### src/sv/b64_pkg.sv
// b64_pkg: shared types, constants and the sextet to ascii mapping for the
// base64 stream encoder. No dependencies.
package b64_pkg;

  localparam int QUEUE_DEPTH = 2;
  localparam int QUEUE_AW    = $clog2(QUEUE_DEPTH);

  localparam logic [6:0] PAD_CHAR = 7'h3d;

  typedef enum logic [1:0] {
    PAD_NONE = 2'd0,
    PAD_ONE  = 2'd1,
    PAD_TWO  = 2'd2
  } pad_t;

  typedef struct packed {
    logic [23:0] bits;
    pad_t        npad;
    logic        fin;
  } group_t;

  typedef struct packed {
    logic full;
    logic valid;
  } q_status_t;

  function automatic logic [6:0] sextet_char(input logic [5:0] v);
    logic [6:0] v7;
    v7 = {1'b0, v};
    if (v < 6'd26) begin
      sextet_char = v7 + 7'd65;
    end else if (v < 6'd52) begin
      sextet_char = v7 + 7'd71;
    end else if (v < 6'd62) begin
      sextet_char = v7 - 7'd4;
    end else if (v == 6'd62) begin
      sextet_char = 7'h2b;
    end else begin
      sextet_char = 7'h2f;
    end
  endfunction

endpackage

### src/sv/b64_front.sv
// b64_front: accepts input bytes, holds up to two pending bytes and forms
// complete or final groups for the queue. Depends on b64_pkg.
module b64_front import b64_pkg::*; (
  input  logic       clk,
  input  logic       rst_n,
  input  logic       in_valid,
  output logic       in_stall,
  input  logic [7:0] in_data_byte,
  input  logic       in_final_byte,
  input  q_status_t  q_status,
  output logic       push,
  output group_t     push_grp
);

  logic [15:0] pend_r, pend_nxt;
  logic [1:0]  cnt_r, cnt_nxt;
  logic        accept;

  assign in_stall = q_status.full;
  assign accept   = in_valid && !in_stall;

  always_comb begin
    pend_nxt          = pend_r;
    cnt_nxt           = cnt_r;
    push              = 1'b0;
    push_grp.fin      = in_final_byte;
    push_grp.bits     = {pend_r, in_data_byte};
    push_grp.npad     = PAD_NONE;
    case (cnt_r)
      2'd0: begin
        push_grp.bits = {in_data_byte, 16'h0000};
        push_grp.npad = PAD_TWO;
      end
      2'd1: begin
        push_grp.bits = {pend_r[15:8], in_data_byte, 8'h00};
        push_grp.npad = PAD_ONE;
      end
      default: begin
        push_grp.bits = {pend_r, in_data_byte};
        push_grp.npad = PAD_NONE;
      end
    endcase
    if (accept) begin
      if (push_grp.npad != PAD_NONE && !in_final_byte) begin
        if (cnt_r == 2'd0) begin
          pend_nxt = {in_data_byte, 8'h00};
        end else begin
          pend_nxt = {pend_r[15:8], in_data_byte};
        end
        cnt_nxt = cnt_r + 2'd1;
      end else begin
        push     = 1'b1;
        pend_nxt = 16'h0000;
        cnt_nxt  = 2'd0;
      end
    end
  end

  always_ff @(posedge clk) begin
    if (!rst_n) begin
      pend_r <= 16'h0000;
      cnt_r  <= 2'd0;
    end else begin
      pend_r <= pend_nxt;
      cnt_r  <= cnt_nxt;
    end
  end

endmodule

### src/sv/b64_queue.sv
// b64_queue: short group queue between the front and back parts.
// Depends on b64_pkg.
module b64_queue import b64_pkg::*; (
  input  logic      clk,
  input  logic      rst_n,
  input  logic      push,
  input  group_t    push_grp,
  input  logic      pop,
  output q_status_t q_status,
  output group_t    head_grp
);

  group_t               mem_r [QUEUE_DEPTH];
  logic [QUEUE_AW-1:0]  wr_ptr_r, rd_ptr_r;
  logic [QUEUE_AW:0]    cnt_r;

  assign q_status.full  = (cnt_r == (QUEUE_AW+1)'(QUEUE_DEPTH));
  assign q_status.valid = (cnt_r != '0);
  assign head_grp       = mem_r[rd_ptr_r];

  always_ff @(posedge clk) begin
    if (push) begin
      mem_r[wr_ptr_r] <= push_grp;
    end
  end

  always_ff @(posedge clk) begin
    if (!rst_n) begin
      wr_ptr_r <= '0;
      rd_ptr_r <= '0;
      cnt_r    <= '0;
    end else begin
      if (push) begin
        wr_ptr_r <= (wr_ptr_r == QUEUE_AW'(QUEUE_DEPTH-1)) ? '0 : wr_ptr_r + 1'b1;
      end
      if (pop) begin
        rd_ptr_r <= (rd_ptr_r == QUEUE_AW'(QUEUE_DEPTH-1)) ? '0 : rd_ptr_r + 1'b1;
      end
      case ({push, pop})
        2'b10:   cnt_r <= cnt_r + 1'b1;
        2'b01:   cnt_r <= cnt_r - 1'b1;
        default: cnt_r <= cnt_r;
      endcase
    end
  end

endmodule

### src/sv/b64_back.sv
// b64_back: takes groups from the queue and sends four characters per group
// through a registered output stage. Depends on b64_pkg.
module b64_back import b64_pkg::*; (
  input  logic       clk,
  input  logic       rst_n,
  input  q_status_t  q_status,
  input  group_t     head_grp,
  output logic       pop,
  output logic       out_valid,
  input  logic       out_stall,
  output logic [6:0] out_char_code,
  output logic       out_run_last,
  output logic       out_message_last
);

  group_t     grp_r, grp_nxt;
  logic       busy_r, busy_nxt;
  logic [1:0] idx_r, idx_nxt;
  logic       out_valid_r, out_valid_nxt;
  logic [6:0] char_r, char_nxt;
  logic       run_last_r, run_last_nxt;
  logic       msg_last_r, msg_last_nxt;
  logic       slot_free, adv;
  logic [5:0] sextet;
  logic       is_pad;

  assign slot_free = !out_valid_r || !out_stall;
  assign adv       = busy_r && slot_free;

  always_comb begin
    case (idx_r)
      2'd0:    sextet = grp_r.bits[23:18];
      2'd1:    sextet = grp_r.bits[17:12];
      2'd2:    sextet = grp_r.bits[11:6];
      default: sextet = grp_r.bits[5:0];
    endcase
    is_pad = ((idx_r == 2'd3) && (grp_r.npad != PAD_NONE)) ||
             ((idx_r == 2'd2) && (grp_r.npad == PAD_TWO));
  end

  always_comb begin
    grp_nxt       = grp_r;
    busy_nxt      = busy_r;
    idx_nxt       = idx_r;
    pop           = 1'b0;
    out_valid_nxt = out_valid_r && out_stall;
    char_nxt      = char_r;
    run_last_nxt  = run_last_r;
    msg_last_nxt  = msg_last_r;
    if (adv) begin
      out_valid_nxt = 1'b1;
      char_nxt      = is_pad ? PAD_CHAR : sextet_char(sextet);
      run_last_nxt  = (idx_r == 2'd3);
      msg_last_nxt  = (idx_r == 2'd3) && grp_r.fin;
      if (idx_r == 2'd3) begin
        busy_nxt = q_status.valid;
        grp_nxt  = head_grp;
        pop      = q_status.valid;
        idx_nxt  = 2'd0;
      end else begin
        idx_nxt = idx_r + 2'd1;
      end
    end else if (!busy_r && q_status.valid) begin
      busy_nxt = 1'b1;
      grp_nxt  = head_grp;
      pop      = 1'b1;
      idx_nxt  = 2'd0;
    end
  end

  always_ff @(posedge clk) begin
    grp_r      <= grp_nxt;
    char_r     <= char_nxt;
    run_last_r <= run_last_nxt;
    msg_last_r <= msg_last_nxt;
    if (!rst_n) begin
      busy_r      <= 1'b0;
      idx_r       <= 2'd0;
      out_valid_r <= 1'b0;
    end else begin
      busy_r      <= busy_nxt;
      idx_r       <= idx_nxt;
      out_valid_r <= out_valid_nxt;
    end
  end

  assign out_valid        = out_valid_r;
  assign out_char_code    = char_r;
  assign out_run_last     = run_last_r;
  assign out_message_last = msg_last_r;

endmodule

### src/sv/base64_stream_encoder.sv
// base64_stream_encoder: top level joining front, queue and back parts.
// Depends on b64_pkg, b64_front, b64_queue and b64_back.
//
// Encodes a byte stream into standard base64 characters with '=' padding,
// one byte per input transaction and one character per output transaction.
// A byte that completes a group of three, or carries the final flag, yields
// four characters; other bytes are held and yield none. Bytes are taken one
// per cycle while the two-entry group queue has room; the sustained rate is
// set by the character serialiser in the back part, which sends one
// character per cycle while out_stall is low, four characters per group.
// A group's last byte is written to the queue, then taken into the back
// part's group register and from there into the registered output.
module base64_stream_encoder import b64_pkg::*; (
  input  logic       clk,
  input  logic       rst_n,
  input  logic       in_valid,
  output logic       in_stall,
  input  logic [7:0] in_data_byte,
  input  logic       in_final_byte,
  output logic       out_valid,
  input  logic       out_stall,
  output logic [6:0] out_char_code,
  output logic       out_run_last,
  output logic       out_message_last
);

  q_status_t q_status;
  logic      push, pop;
  group_t    push_grp, head_grp;

  b64_front u_front (
    .clk           (clk),
    .rst_n         (rst_n),
    .in_valid      (in_valid),
    .in_stall      (in_stall),
    .in_data_byte  (in_data_byte),
    .in_final_byte (in_final_byte),
    .q_status      (q_status),
    .push          (push),
    .push_grp      (push_grp)
  );

  b64_queue u_queue (
    .clk      (clk),
    .rst_n    (rst_n),
    .push     (push),
    .push_grp (push_grp),
    .pop      (pop),
    .q_status (q_status),
    .head_grp (head_grp)
  );

  b64_back u_back (
    .clk              (clk),
    .rst_n            (rst_n),
    .q_status         (q_status),
    .head_grp         (head_grp),
    .pop              (pop),
    .out_valid        (out_valid),
    .out_stall        (out_stall),
    .out_char_code    (out_char_code),
    .out_run_last     (out_run_last),
    .out_message_last (out_message_last)
  );

endmodule

### config.mk
export PLATFORM = sky130hd
export DESIGN_NAME = base64_stream_encoder
export DESIGN_NICKNAME = d
export VERILOG_FILES = /design/src/sv/b64_pkg.sv /design/src/sv/b64_front.sv /design/src/sv/b64_queue.sv /design/src/sv/b64_back.sv /design/src/sv/base64_stream_encoder.sv
export SDC_FILE = /design/constraint.sdc
export NUM_CORES = 1
export LEC_CHECK = 0
export ABC_AREA = 1
export BUFFER_PORTS_ARGS = -buffer_cell sky130_fd_sc_hd__buf_2
export CAP_MARGIN = 20
export CELL_PAD_IN_SITES_DETAIL_PLACEMENT = 1
export CELL_PAD_IN_SITES_GLOBAL_PLACEMENT = 2
export CORE_MARGIN = 4
export CORE_UTILIZATION = 39
export CTS_BUF_LIST = sky130_fd_sc_hd__clkbuf_8
export CTS_CLUSTER_SIZE = 8
export DETAILED_ROUTE_END_ITERATION = 6
export GPL_ROUTABILITY_DRIVEN = 1
export HOLD_SLACK_MARGIN = 0.1
export PLACE_DENSITY = 0.82
export SETUP_SLACK_MARGIN = 0.4
export SYNTH_ARGS = -nofsm -noshare
export SYNTH_HDL_FRONTEND = slang
export SYNTH_SLANG_ARGS = --single-unit
### constraint.sdc
create_clock -name clk -period 3 [get_ports clk]
set_clock_uncertainty 0.05 [all_clocks]
set_input_delay 0.6 -clock clk [delete_from_list [all_inputs] [get_ports clk]]
set_output_delay 0.6 -clock clk [all_outputs]
set_load 0.02 [all_outputs]
* After elaboration in Yosys (flattened, before gate mapping)
Memories as Yosys holds them, arrays and structs flattened. A register that Yosys moved wholly into a read port is not among the register bits.
Index checks and enable logic that the tools add are counted.
** Storage, ports and cells
- Bits in registers :: 62
- Word-level logic and storage cells :: 94
- Output and inout bits :: 11
- Memories kept :: 1
- Memory bits (writable) :: 54
- Input bits :: 13
** Memories
- u_queue.mem_r :: words 2, bits a word 27, read ports 1, clocked after Yosys merged registers in 1, wr ports 1, line b64_queue.sv:13 : group_t mem_r [QUEUE_DEPTH];
** Operators by class
- Add/subtract/negate cells :: 9
- Reductions and logical operators :: 24
- Muxes and demuxes :: 31
- $lt $le $gt $ge :: 3
- Equal/unequal tests :: 11
** Operators by type and width (count)
- $mux W27 :: 3
- $pmux W26 S2 :: 1
- $mux W16 :: 2
- $mux W7 :: 3
- $pmux W6 S3 :: 1
- $mux W1 :: 15
- $add A6 B7 Y7 const B :: 2
- $lt A6 B6 Y1 const B :: 2
- $eq A2 B2 Y1 const B :: 5
- $reduce_bool A2 Y1 :: 5
- $logic_and A1 B1 Y1 :: 8
- $mux W2 :: 4
- $sub A6 B3 Y7 const B :: 1
- $add A2 B1 Y2 const B :: 3
- $eq A2 B1 Y1 const B :: 3
- $eq A6 B6 Y1 const B :: 1
- $lt A6 B5 Y1 const B :: 1
- $logic_not A1 Y1 :: 5
- $logic_not A2 Y1 :: 2
- $ne A2 B2 Y1 const B :: 2
- $pmux W2 S2 :: 1
- $reduce_and A2 Y1 :: 2
- $mux W3 :: 1
- $add A1 B1 Y1 const B :: 2
- other kinds (2) :: 3

* Depth between registers and ports, before layout
- Depth in word-level cells :: 8
- Depth in mapped cells :: 14
- Depth with buffers taken out :: 14

* Hierarchy
From an unflattened synthesis, not the netlist that was laid out.
** Second synthesis, totals
- Cell total of the unflattened synthesis :: 514
- Area, all modules :: 5522.8 um^2
** By module, submodules not included
- b64_queue :: sequential area each 1721.7 um^2, cells an instance 119, area each 2278.4 um^2, instances 1
- b64_back :: sequential area each 1161.1 um^2, cells an instance 211, area each 2045.7 um^2, instances 1
- b64_front :: sequential area each 360.3 um^2, cells an instance 184, area each 1198.6 um^2, instances 1

* Least setup slack after synthesis
OpenSTA, ideal clock, no wires.
- Path kind :: flip-flop to flip-flop
- From :: reg u_front.cnt_r[0]
- To :: mem u_queue.mem_r[1][0] in the netlist's numbering (enable)
- Buffers on the path :: 1
- Library setup time :: 0.412 ns
- Path slack :: 0.147 ns
- Arrival :: 2.391 ns
- Clock period less this slack :: 2.853 ns
- Data required time :: 2.538 ns
- Cell stages (with the launch flop) :: 9
- Cell sequence :: dfxtp_1 inv_1 ha_1 buf_4 nor2_8 nor2_8 nor2_1 inv_1 nor2_1
** RTL lines
- from (decl) :: line b64_front.sv:16 : logic [1:0] cnt_r, cnt_nxt;
- from (signal assigned) :: line b64_front.sv:65 : cnt_r <= cnt_nxt;
- to (decl) :: line b64_queue.sv:13

* Worst setup path after layout
- From :: reg u_back.idx_r[0]
- To :: reg u_queue.cnt_r[1]
** Between the ends
- Word-level cells in the longest chain between the ends :: 5
- Elaborated cells between the ends (all ways) :: 7
- Those cells by class :: 3 x eq/ne; 3 x mux; 1 x reduce/logical
** Ends and longest elaborated chain
- from (decl) :: line b64_back.sv:18 : logic [1:0] idx_r, idx_nxt;
- from (signal assigned) :: line b64_back.sv:82 : idx_r <= idx_nxt;
- $eq A2 B2 Y1 * :: line b64_back.sv:55 : if (idx_r == 2'd3) begin
- $mux W1 * :: line b64_back.sv:55
- $mux W1 * :: line b64_back.sv:50 : if (adv) begin
- net pop :: line base64_stream_encoder.sv:28 : logic push, pop;
- $eq A2 B1 Y1 or $eq A2 B2 Y1 (tied branches) :: line b64_queue.sv:39 : case ({push, pop})
- $pmux W2 S2 or $reduce_bool A2 Y1 (tied branches)
- to (signal assigned) :: line b64_queue.sv:40 : 2'b10: cnt_r <= cnt_r + 1'b1;
- to (signal assigned) :: line b64_queue.sv:41 : 2'b01: cnt_r <= cnt_r - 1'b1;
- to (signal assigned) :: line b64_queue.sv:42 : default: cnt_r <= cnt_r;
- to (decl) :: line b64_queue.sv:15 : logic [QUEUE_AW:0] cnt_r;
Mark *: on every way through the listed nets, which the timed path passes. The rest lies on a longest branch.
A chain may end at the register's enable or synchronous reset.

==> results_dict.tcl <==
set metrics [dict create \
    rsz0062_at_grt "false" \
    routed-via-count 3208 \
    reg2reg_depth 10 \
    critPathSlowestCell "dfxtp_1" \
    final_nets 496 \
    area_growth_pct 14.7 \
    io_buffers 23 \
    yosys.area.top_type "edfxtp_1" \
    initial_core_util_pct 40.0 \
    grt_max_degree 29 \
    ir_drop_mv 0.343 \
    drc_errors 0 \
    cts_tree "built" \
    cp-start-kind "register" \
    finalPower_mw 5.87 \
    num_rows 41 \
    drv_slew 0 \
    die_h_um 122 \
    cts_max_path_buffers 2 \
    setup_viol 0 \
    insertion_delay_ns 0.43 \
    grt_pass1_vias 3408 \
    end_kind "register" \
    cp_num_buf_inv 2 \
    grt_util_all_layers_pct 15.6 \
    synth.top_cell.area_share_pct 53.4 \
    finalCriticalPeriod_ns 2.40 \
    cts-hold-fix-buffers 0 \
    crit_type "reg -> reg" \
    worstPathRequired_ns 3.27 \
    ys.warnings.count 0 \
    critPathArrivalTime_ns 2.67 \
    antenna_found_initial 0 \
    ys_types 35 \
    wl_um 10400 \
    synth_seq_area_share_pct 64.1 \
    worstHoldPathCells 3 \
    core_sq_um 12700 \
    path_cells "ha_1 -> inv_2 -> o21ai_0 -> o21ai_0 -> inv_1 -> ha_1 -> a21oi_1 -> o21ai_0 -> o21ai_0 -> a21oi_1" \
    clkTransAtPathRegs_ns 0.07 \
    r2r_end "u_queue.cnt_r[1]" \
    leakage_nw 2.21 \
    synth-seq-cells 117 \
    grt_pass1_wl_um 17500 \
    place.gp.congestion 0.805 \
    cts_setup_buffers 0 \
    drt_iter0_drc 184 \
    synth.area.top_cells "edfxtp_1 53%, dfxtp_1 11%, nand2_1 6.7%, mux2_2 6.0%, o21ai_0 3.3%" \
    cts.repair.resized 0 \
    min_path_type "in -> reg" \
    dieArea_sq_um 14900 \
    powerDensity_nw_per_um2 1010 \
    dp_hpwl_um 7470 \
    syn_nets 460 \
    cts_root_buffer "clkbuf_8" \
    avgViaCountPerCell 4.88 \
    maxCapViolCount 0 \
    path_max_fanout 15 \
    antenna_cells 0 \
    die_w_um 122 \
    rr_startpoint "u_back.idx_r[0]" \
    fin_tns_setup_ns 0 \
    relSlewSlack_pct 64.5 \
    routedWlPerCell_um 15.8 \
    syn_area_sq_um 5060 \
    period_share_pct 80.1 \
    tightestPinTransition_ns 0.532 \
    overflow 0 \
    rrSetupSlack_ns 0.60 \
    critPathTopFamily "compound AO/OA/AOI/OAI gates" \
    crit_top_cell "o21ai_0" \
    cpPeakStageDelay_ns 0.38 \
    antenna_left 0 \
    final_hold_viol_count 0 \
    run_status "completed" \
    ioPinCount 24 \
    first_pass_iters 4 \
    cts_sinks 117 \
    cts-buffers-inserted 17 \
    drive_above_1_share_pct 22.8 \
    holdPathEnd "u_front.pend_r[5]" \
    fmax_mhz 416 \
    syn_inst 437 \
    synth.avg_cell_area_sq_um 11.6 \
    min-delay-start "in_data_byte[5]" \
    htree_num_levels 4 \
]
-- per-layer routing --
metal | global-route usage [%] | share of wire (%) | wire, um
met2 | 25.7 | 50 | 5230
met3 | 5.76 | 3.4 | 350
met4 | 5.81 | 2.2 | 230
met1 | 18.9 | 44 | 4600
met5 | 0 | 0 | 0
-- tightest hold or removal path, stage by stage --
cell	delay, ns
buf_2	0.12
nand2_1	0.06
a21oi_1	0.05
-- layout make-up --
class	count	area, sq um
Tap cell	172	215
Clock inverter	15	199
Fill cell	1386	6870
Timing Repair Buffer	27	145
Sequential cell	117	3240
Inverter	39	146
Multi-Input combinational cell	271	1620
Clock buffer	17	234
-- cell usage after synthesis (all sizes together) --
master,count
a21oi,29
mux2,27
o211ai,1
dfxtp,27
ha,10
o21ai,37
o21a,1
buf,7
nand3,10
o22ai,1
nor2,39
nand2,98
inv,38
clkinv,1
nand4,8
a211oi,1
clkbuf,3
o21bai,4
edfxtp,90
xor2,3
or2,2
-- through the flow --
step / cells / util [%] / instance area, sq um / hold slack (ns) / setup slack (ns)
3_3_place_gp: 626 / 42.4 / 5370 / 0.393 / 0.743
5_1_grt: 658 / 45.8 / 5810 / 0.370 / 0.434
6_report: 658 / 45.8 / 5810 / 0.397 / 0.596
2_1_floorplan: 437 / - / 5070 / 0.372 / 0.595
3_5_place_dp: 626 / 42.4 / 5370 / 0.399 / 0.616
4_1_cts: 658 / 45.8 / 5800 / 0.360 / 0.595
-- cell families (layout without fill, tap and decap cells) --
family / after synthesis / after routing / share of synthesized area, %
multiplexers: 27 / 27 / 6.01
XOR/XNOR: 3 / 3 / 0.519
AND/OR/NAND/NOR: 157 / 157 / 14.1
adder cells (fa/ha/maj): 10 / 10 / 2.47
flip-flops: 117 / 117 / 64.1
buffers and inverters: 49 / 98 / 4.15
AO/OA/AOI/OAI: 74 / 74 / 8.72
-- state kept, by name, summed over array words and instances (netlist names), named ones only --
name	cells
u_queue.mem_r	54
u_back.grp_r	27
u_front.pend_r	16
u_back.out_char_code	7
u_back.idx_r	2
u_front.cnt_r	2
u_queue.cnt_r	2
u_back.busy_r	1
u_back.out_message_last	1
u_back.out_run_last	1
u_back.out_valid	1
u_queue.rd_ptr_r	1
u_queue.wr_ptr_r	1
-- power breakdown --
part	switching [mW]	internal (mW)
Combinational	1.22	0.653
Sequential	0.130	2.28
Clock	0.610	0.968
Total	1.96	3.90
-- how the worst max path moves through the flow --
| stage | cells past startpoint | end | slack, ns | startpoint |
|---|---|---|---|---|
| final | 10 | u_queue.cnt_r[1] | 0.60 | u_back.idx_r[0] |
| after global routing | 10 | u_queue.cnt_r[1] | 0.43 | u_back.idx_r[1] |
| after CTS | 11 | u_queue.cnt_r[1] | 0.60 | u_front.cnt_r[0] |
| after detailed placement | 11 | u_queue.cnt_r[1] | 0.62 | u_front.cnt_r[0] |
| after global placement | 11 | u_queue.cnt_r[1] | 0.74 | u_front.cnt_r[0] |
| after floorplan | 8 | u_queue.mem_r[1][0] | 0.60 | u_front.cnt_r[0] |
-- placed cells by master (no fill, tap or decap), types with 3 or more instances in the layout --
master,count
o21ai_0,33
bufinv_16,5
edfxtp_1,90
dfxtp_1,27
a21oi_1,29
ha_1,9
xor2_1,3
nand4_1,8
nor2_2,6
inv_1,39
nand2_2,5
buf_2,23
nor2_1,29
nand2_1,91
mux2_2,27
nand3_1,10
buf_4,4
clkinv_2,3
inv_2,4
clkbuf_8,17
(Power assumes the default switching activity.)
